File: src/rtl/core/cxe_pkg.sv
// Shared types, constants and escape tables for the chained XOR cipher.
`timescale 1ns / 1ps

package cxe_pkg;

    // Largest number of key bytes that the key position cycles through.
    localparam int MAX_KEY_BYTES_DEF = 8;

    localparam int KEY_W     = 64;
    localparam int KEY_LEN_W = 4;
    localparam int BYTE_W    = 8;
    localparam int CFG_IDX_W = 1;

    // Configuration register indexes.
    localparam logic [CFG_IDX_W-1:0] REG_KEY_BYTES  = 1'b0;
    localparam logic [CFG_IDX_W-1:0] REG_KEY_LENGTH = 1'b1;

    typedef enum logic {
        OP_ENCRYPT = 1'b0,
        OP_DECRYPT = 1'b1
    } t_op;

    // Raw cipher values that are escaped, and the characters that follow the backslash.
    localparam logic [BYTE_W-1:0] CH_BACKSLASH = 8'h5C;
    localparam logic [BYTE_W-1:0] CH_SOH       = 8'h01;
    localparam logic [BYTE_W-1:0] CH_NUL       = 8'h00;
    localparam logic [BYTE_W-1:0] CH_LF        = 8'h0A;
    localparam logic [BYTE_W-1:0] CH_CR        = 8'h0D;
    localparam logic [BYTE_W-1:0] CH_A         = 8'h61;
    localparam logic [BYTE_W-1:0] CH_ZERO      = 8'h30;
    localparam logic [BYTE_W-1:0] CH_N         = 8'h6E;
    localparam logic [BYTE_W-1:0] CH_R         = 8'h72;

    typedef struct packed {
        logic              hit;
        logic [BYTE_W-1:0] val;
    } t_map;

    // Cipher byte to escape character; hit is low for bytes sent unchanged.
    function automatic t_map escape_of(input logic [BYTE_W-1:0] c);
        t_map m;
        m.hit = 1'b1;
        m.val = '0;
        case (c)
            CH_SOH:       m.val = CH_A;
            CH_BACKSLASH: m.val = CH_BACKSLASH;
            CH_NUL:       m.val = CH_ZERO;
            CH_LF:        m.val = CH_N;
            CH_CR:        m.val = CH_R;
            default:      m.hit = 1'b0;
        endcase
        return m;
    endfunction

    // Escape character to cipher byte; hit is low for an unknown pair.
    function automatic t_map unescape_of(input logic [BYTE_W-1:0] b);
        t_map m;
        m.hit = 1'b1;
        m.val = '0;
        case (b)
            CH_A:         m.val = CH_SOH;
            CH_BACKSLASH: m.val = CH_BACKSLASH;
            CH_ZERO:      m.val = CH_NUL;
            CH_N:         m.val = CH_LF;
            CH_R:         m.val = CH_CR;
            default:      m.hit = 1'b0;
        endcase
        return m;
    endfunction

endpackage

File: src/rtl/core/chained_xor_cipher_with_escaping.sv
// Top level of the chained XOR byte cipher with escaping and unescaping.
`timescale 1ns / 1ps

// Usage
// The slave stream carries one message byte per beat: s_axis_tdata is the byte,
// s_axis_tuser selects encrypt (0) or decrypt (1), and s_axis_tlast marks the
// last byte of a message. The master stream carries result bytes, with
// m_axis_tlast high on the final result byte caused by one input beat.
// An encrypt beat gives one byte, or two (backslash, then a letter) when the
// cipher byte must be escaped. A decrypt beat gives one plaintext byte, or none
// when it is a backslash that opens an escape, an unknown escape pair, or a
// backslash left dangling at the end of a message.
// An accepted input beat passes through the input register, then the result
// register, before its first result beat. One beat is taken per cycle while the
// receiver takes results; a two-byte escape holds the input register until the
// backslash has left the result register. Key bytes and key length are written
// through the configuration port while the stream is idle; the user must keep to
// this, as the block does not enforce it. Reset clears the chain byte, key
// position and escape flag, empties both registers, and sets the key to zero with
// length one. When the receiver stalls, results wait in the result register and
// one more input beat waits in the input register before s_axis_tready falls.
module chained_xor_cipher_with_escaping #(
    parameter int MAX_KEY_BYTES = cxe_pkg::MAX_KEY_BYTES_DEF
) (
    input  logic                         i_clk,
    input  logic                         i_rst_n,
    // Configuration write port
    input  logic                         i_cfg_we,
    input  logic [cxe_pkg::CFG_IDX_W-1:0] i_cfg_index,
    input  logic [cxe_pkg::KEY_W-1:0]    i_cfg_wdata,
    // Slave stream
    input  logic                         s_axis_tvalid,
    output logic                         s_axis_tready,
    input  logic [cxe_pkg::BYTE_W-1:0]   s_axis_tdata,   // [7:0] in_byte
    input  logic                         s_axis_tuser,   // [0] op
    input  logic                         s_axis_tlast,   // end_of_message
    // Master stream
    output logic                         m_axis_tvalid,
    input  logic                         m_axis_tready,
    output logic [cxe_pkg::BYTE_W-1:0]   m_axis_tdata,   // [7:0] out_byte
    output logic                         m_axis_tlast    // last_of_run
);
    import cxe_pkg::*;

    localparam int KPOS_W = (MAX_KEY_BYTES > 1) ? $clog2(MAX_KEY_BYTES) : 1;
    localparam logic [KEY_LEN_W-1:0] MAX_LEN = KEY_LEN_W'(MAX_KEY_BYTES);

    // Configuration registers.
    logic [KEY_W-1:0]     r_key_bytes;
    logic [KEY_LEN_W-1:0] r_key_length;

    // Input register.
    logic              r_in_valid, n_in_valid;
    t_op               r_in_op, n_in_op;
    logic [BYTE_W-1:0] r_in_byte, n_in_byte;
    logic              r_in_eom, n_in_eom;

    // Cipher state.
    logic [BYTE_W-1:0] r_chain, n_chain;
    logic [KPOS_W-1:0] r_kpos, n_kpos;
    logic              r_esc_pend, n_esc_pend;

    // Result register: up to two bytes, byte 0 is presented first.
    logic [1:0]        r_cnt, n_cnt;
    logic [BYTE_W-1:0] r_b0, n_b0, r_b1, n_b1;
    logic              r_l0, n_l0, r_l1, n_l1;

    logic              pop;
    logic              consume;
    logic [BYTE_W-1:0] key_byte;
    logic [KEY_LEN_W-1:0] used_len;
    logic [KEY_LEN_W-1:0] next_pos;
    logic [KPOS_W-1:0] adv_pos;
    t_map              enc_map;
    t_map              dec_map;
    logic [BYTE_W-1:0] enc_c;
    logic [BYTE_W-1:0] dec_c;
    logic [BYTE_W-1:0] dec_p;
    logic              dec_have;
    logic [1:0]        res_cnt;
    logic [BYTE_W-1:0] res_b0, res_b1;
    logic              res_l0;

    // The result register can take a new item when it is empty, or when its
    // single byte leaves in this cycle.
    assign pop     = m_axis_tvalid && m_axis_tready;
    assign consume = r_in_valid && ((r_cnt == 2'd0) || ((r_cnt == 2'd1) && m_axis_tready));
    assign s_axis_tready = !r_in_valid || consume;

    assign m_axis_tvalid = (r_cnt != 2'd0);
    assign m_axis_tdata  = r_b0;
    assign m_axis_tlast  = r_l0;

    // Key byte at the current position; a stale position past a shortened
    // key still selects its own byte and wraps afterwards.
    assign key_byte = r_key_bytes[{r_kpos, 3'b000} +: BYTE_W];

    always_comb begin
        used_len = r_key_length;
        if (r_key_length == '0) begin
            used_len = KEY_LEN_W'(1);
        end else if (r_key_length > MAX_LEN) begin
            used_len = MAX_LEN;
        end
        next_pos = KEY_LEN_W'(r_kpos) + KEY_LEN_W'(1);
        adv_pos  = (next_pos >= used_len) ? '0 : next_pos[KPOS_W-1:0];
    end

    // Encrypt path.
    assign enc_c   = r_chain ^ r_in_byte ^ key_byte;
    assign enc_map = escape_of(enc_c);

    // Decrypt path: a byte after a backslash is looked up, a lone byte passes.
    assign dec_map  = unescape_of(r_in_byte);
    assign dec_c    = r_esc_pend ? dec_map.val : r_in_byte;
    assign dec_have = r_esc_pend ? dec_map.hit : (r_in_byte != CH_BACKSLASH);
    assign dec_p    = r_chain ^ dec_c ^ key_byte;

    always_comb begin
        n_chain    = r_chain;
        n_kpos     = r_kpos;
        n_esc_pend = r_esc_pend;
        res_cnt    = 2'd0;
        res_b0     = '0;
        res_b1     = '0;
        res_l0     = 1'b1;
        if (r_in_op == OP_ENCRYPT) begin
            n_chain = r_chain ^ r_in_byte;
            n_kpos  = adv_pos;
            if (enc_map.hit) begin
                res_cnt = 2'd2;
                res_b0  = CH_BACKSLASH;
                res_l0  = 1'b0;
                res_b1  = enc_map.val;
            end else begin
                res_cnt = 2'd1;
                res_b0  = enc_c;
            end
        end else begin
            n_esc_pend = !r_esc_pend && (r_in_byte == CH_BACKSLASH);
            if (dec_have) begin
                n_chain = r_chain ^ dec_p;
                n_kpos  = adv_pos;
                res_cnt = 2'd1;
                res_b0  = dec_p;
            end
        end
        if (r_in_eom) begin
            n_chain    = '0;
            n_kpos     = '0;
            n_esc_pend = 1'b0;
        end
        if (!consume) begin
            n_chain    = r_chain;
            n_kpos     = r_kpos;
            n_esc_pend = r_esc_pend;
        end
    end

    always_comb begin
        n_cnt = r_cnt;
        n_b0  = r_b0;
        n_l0  = r_l0;
        n_b1  = r_b1;
        n_l1  = r_l1;
        if (consume) begin
            n_cnt = res_cnt;
            n_b0  = res_b0;
            n_l0  = res_l0;
            n_b1  = res_b1;
            n_l1  = 1'b1;
        end else if (pop) begin
            n_cnt = r_cnt - 2'd1;
            n_b0  = r_b1;
            n_l0  = r_l1;
        end
    end

    always_comb begin
        n_in_valid = r_in_valid;
        n_in_op    = r_in_op;
        n_in_byte  = r_in_byte;
        n_in_eom   = r_in_eom;
        if (s_axis_tready) begin
            n_in_valid = s_axis_tvalid;
            if (s_axis_tvalid) begin
                n_in_op   = t_op'(s_axis_tuser);
                n_in_byte = s_axis_tdata;
                n_in_eom  = s_axis_tlast;
            end
        end
    end

    always_ff @(posedge i_clk) begin
        if (!i_rst_n) begin
            r_key_bytes  <= '0;
            r_key_length <= KEY_LEN_W'(1);
            r_in_valid   <= 1'b0;
            r_chain      <= '0;
            r_kpos       <= '0;
            r_esc_pend   <= 1'b0;
            r_cnt        <= 2'd0;
        end else begin
            if (i_cfg_we) begin
                case (i_cfg_index)
                    REG_KEY_BYTES:  r_key_bytes  <= i_cfg_wdata;
                    REG_KEY_LENGTH: r_key_length <= i_cfg_wdata[KEY_LEN_W-1:0];
                    default: ;
                endcase
            end
            r_in_valid <= n_in_valid;
            r_chain    <= n_chain;
            r_kpos     <= n_kpos;
            r_esc_pend <= n_esc_pend;
            r_cnt      <= n_cnt;
        end
    end

    always_ff @(posedge i_clk) begin
        r_in_op   <= n_in_op;
        r_in_byte <= n_in_byte;
        r_in_eom  <= n_in_eom;
        r_b0      <= n_b0;
        r_l0      <= n_l0;
        r_b1      <= n_b1;
        r_l1      <= n_l1;
    end

    // The result register never holds more than an escape pair.
    a_cnt_range: assert property (@(posedge i_clk) disable iff (!i_rst_n)
        r_cnt != 2'd3)
        else $error("result register count out of range");

    // A full result register always presents the backslash of an escape first.
    a_pair_order: assert property (@(posedge i_clk) disable iff (!i_rst_n)
        (r_cnt == 2'd2) |-> (r_b0 == CH_BACKSLASH && !r_l0 && r_l1))
        else $error("escape pair out of order");

    // The end of a message leaves the cipher state cleared.
    a_eom_clear: assert property (@(posedge i_clk) disable iff (!i_rst_n)
        (consume && r_in_eom) |=> (r_chain == '0 && r_kpos == '0 && !r_esc_pend))
        else $error("state not cleared after end of message");

    // An item that yields nothing leaves the master stream empty.
    a_no_result: assert property (@(posedge i_clk) disable iff (!i_rst_n)
        (consume && res_cnt == 2'd0) |=> !m_axis_tvalid)
        else $error("result shown for an item without result");

    // Only a decrypt beat may yield no result.
    a_enc_result: assert property (@(posedge i_clk) disable iff (!i_rst_n)
        (consume && r_in_op == OP_ENCRYPT) |=> m_axis_tvalid)
        else $error("encrypt beat lost its result");

endmodule

File: config.mk
export PLATFORM = sky130hd
export DESIGN_NAME = chained_xor_cipher_with_escaping
export DESIGN_NICKNAME = d
export VERILOG_FILES = /design/src/rtl/core/cxe_pkg.sv /design/src/rtl/core/chained_xor_cipher_with_escaping.sv
export SDC_FILE = /design/constraint.sdc
export NUM_CORES = 1
export LEC_CHECK = 0
export BUFFER_PORTS_ARGS = -buffer_cell sky130_fd_sc_hd__buf_2
export CAP_MARGIN = 20
export CORE_UTILIZATION = 30
export DETAILED_ROUTE_END_ITERATION = 8
export PLACE_DENSITY_LB_ADDON = 0.12
export SLEW_MARGIN = 10
export SYNTH_ARGS = -nofsm -noshare
export SYNTH_HDL_FRONTEND = slang
export SYNTH_SLANG_ARGS = --single-unit
File: constraint.sdc
create_clock -name i_clk -period 5.5 [get_ports i_clk]
set_input_delay 1.1 -clock i_clk [delete_from_list [all_inputs] [get_ports i_clk]]
set_output_delay 1.1 -clock i_clk [all_outputs]
set_load 0.01 [all_outputs]
==> impl_metrics.ini <==
[logic_synthesis]
ys_seq_area_share_pct = 43.2
yosysTopAreaCellShare_pct = 29.8
postSynth.asyncResetShare_pct = 0
ys_top_cells_by_area = dfxtp_1, edfxtp_1, nand2_1, a21boi_0, xnor2_1
synth-main-ff-cell = dfxtp_1
ys_warn_count = 0
ys_types = 60
yosysTopAreaCell = dfxtp_1
synth_area_per_cell_um2 = 8.99
synth_area_mm2 = 0.00558
synth-seq-cells = 108
syn-num-nets = 708
netlist_instances = 621
synth_edf_count = 25

[placed_design]
globalplace.congestion = 0.828
placed_cells = 904
place_ws_ps = 1570
hpwl_um = 10600
placed_cell_area_mm2 = 0.00618
io_buffers = 90

[sta]
fin_setup_tns_ps = 0
fin_skew_ps = 7.99
slew_headroom_pct = 27.8
fmax_ghz = 0.255
worst_slew_pin_slew_ps = 1080
min_period_over_period_pct = 71.3
setup_violations = 0
grt_setup_unrepaired = no
finalHoldViolCount = 0
min_period_ps = 3920
final.setup.worst_slack_ps = 1580
final-max-slew-violation-count = 0

[run]
cap_violations = 0

[worst_setup_path]
r2r-end = m_axis_tdata[0]$_DFFE_PP_
cpMaxStageDelayCell = dfxtp_1
end_kind = flop
critical_path_required_ps = 5600
cp.depth = 8
cp-startpoint = r_kpos[0]$_SDFFE_PN0P_
r2r_start = r_kpos[0]$_SDFFE_PN0P_
crit_family = flip-flops
cpPeakStageDelay_ps = 1040
path_class = reg -> reg
r2r_slack_ps = 1580
crit_end = m_axis_tdata[0]$_DFFE_PP_
reg2reg_depth = 8
cp_num_buf_inv = 1
cp_max_fo = 21
cp.arrival_ps = 4020
start_kind = flop
cp_cell_sequence = buf_4 -> mux2_1 -> o221ai_2 -> xnor2_1 -> or4bb_1 -> a31oi_4 -> nor4_2 -> a221o_1

[drt]
viasPerCell = 4.86
drt_wl_total_um = 14100
drtPass1Iterations = 6
drt_iter0_markers = 242
num_vias = 4468
remaining_drc_errors = 12
ant_nets = 0
wl_per_cell_um = 15.3

[pwr]
ir_worst_vdd_mv = 0.149
total_power_uw = 1880
power.leakage_uw = 0.00239
power_density_mw_per_mm2 = 290

[grt]
grt_pass1_vias = 4362
grt_max_degree = 84
antenna_found_initial = 0
grtUsageTotal_pct = 15.1
grt_pass1_wl_um = 22600
grt-ovfl-total = 0

[final_layout]
diodes = 0
syn_to_final_growth_pct = 15.8
final-seq-area_mm2 = 0.00241
n_fill_cell = 1852
nets = 773
fin_cells = 920
multi_input_area_mm2 = 0.00295
design_area_mm2 = 0.00646
layout-drive-gt1-share_pct = 19.8

[floorplan]
rows = 49
die_area_mm2 = 0.0192
core_region_area_mm2 = 0.0181
initial_core_util_pct = 30.9
die_y_um = 138
die_w_um = 138
ioPinCount = 91

[min_path]
min-delay-path-class = reg -> reg

[cts]
clk_path_buf_depth = 2
clkTransAtPathRegs_ps = 70
cts_tree = done
cts-root-buf = clkbuf_16
numCtsBuffers = 9
cts_resized = 0
cts-htree-levels = 3
cts_hold_buf = 0
clock_latency_ps = 360
post_cts_buffers = 0
cts_sinks = 108

[run_status]
failed_checks = DRC
status = finished with violations
## routing by layer
metal / wire length, um / global-route usage (%)
met3: 677 / 3.43
met2: 6450 / 24.2
met5: 0 / 0
met1: 6660 / 19.8
met4: 295 / 5.44
## metrics by stage
step	hold WS, ps	utilization [%]
after detailed placement	461	34.2
after CTS	472	35.7
final	467	35.7
after global placement	457	34.2
after floorplan	439	-
after global routing	499	35.7
## layout make-up
type                       count  share of cell area (%)
tap                          229                    4.43
timing repair buffer          94                    7.43
clock inverter                 6                   0.735
sequential                   108                    37.3
clock buffer                  10                    3.70
inverter                      14                   0.813
multi-input combinational    459                    45.6
## synth_stat cells, types with 4 or more instances
| cell | number |
|---|---|
| nor2b_1 | 11 |
| o211ai_1 | 4 |
| nor2_1 | 24 |
| xnor2_1 | 22 |
| buf_1 | 5 |
| nor3_1 | 7 |
| mux2_2 | 10 |
| xor2_1 | 9 |
| ha_1 | 7 |
| a21boi_0 | 73 |
| mux2_1 | 5 |
| edfxtp_1 | 25 |
| nand2b_1 | 6 |
| nand2_1 | 151 |
| nand3_1 | 6 |
| a22oi_1 | 8 |
| buf_2 | 4 |
| and2_1 | 5 |
| o21ai_0 | 15 |
| o221ai_2 | 4 |
| a21oi_1 | 19 |
| a31oi_1 | 5 |
| clkbuf_1 | 27 |
| mux2i_1 | 19 |
| dfxtp_1 | 83 |
| inv_1 | 12 |
## kinds of logic (layout without fill, tap and decap cells)
family          after synthesis  count (layout)  synth area share, %
flops                       108             108                 43.2
mux                          36              36                 7.24
buf+inv                      54             124                 4.19
xor+xnor                     31              31                 4.86
fa+ha+maj                     7               7                 1.57
simple gates                231             231                 18.6
compound gates              154             154                 20.3
## flip-flops by register name (all words and copies together) (netlist names)
signal,cells
m_axis_tdata,8
m_axis_tlast,1
r_b1,6
r_chain,8
r_cnt,2
r_esc_pend,1
r_in_byte,8
r_in_eom,1
r_in_op,1
r_in_valid,1
r_key_bytes,64
r_key_length,4
r_kpos,3
## report_power, final
part / leakage, uW / total (uW) / switching, uW / internal [uW]
sequential: 0.000918 / 922 / 44.1 / 878
combinational: 0.00132 / 328 / 186 / 142
clock: 0.000145 / 626 / 302 / 324
## worst min-delay path by stage
stage	cells after the start	slack, ps	to	startpoint
floorplan	2	440	r_key_bytes[33]$_SDFFE_PN0P_	r_key_bytes[33]$_SDFFE_PN0P_
global placement	2	460	r_key_bytes[61]$_SDFFE_PN0P_	r_key_bytes[61]$_SDFFE_PN0P_
detailed placement	2	460	r_key_bytes[12]$_SDFFE_PN0P_	r_key_bytes[12]$_SDFFE_PN0P_
CTS	2	470	r_key_bytes[12]$_SDFFE_PN0P_	r_key_bytes[12]$_SDFFE_PN0P_
global route	2	500	r_key_bytes[57]$_SDFFE_PN0P_	r_key_bytes[57]$_SDFFE_PN0P_
finish	2	470	r_key_bytes[10]$_SDFFE_PN0P_	r_key_bytes[10]$_SDFFE_PN0P_
## cell usage in the layout (no fill, tap or decap), drive strengths merged, types with 7 or more instances in the layout
cell type and count:
clkbuf 10, o21ai 16, xnor2 22, edfxtp 25, nand2 151, xor2 9
inv 14, a21boi 73, dfxtp 83, mux2i 19, nor3 7, nor2 24
buf 94, ha 7, a22oi 9, mux2 15, a21oi 19, nor2b 11
## worst reg2reg max path, cell delays in order, from the launching register on
cell and delay (ps):
dfxtp_1 1040, buf_4 360, mux2_1 380, o221ai_2 250
xnor2_1 300, or4bb_1 620, a31oi_4 250, nor4_2 110
a221o_1 360
No activity file was read; power rests on OpenSTA's default activity.
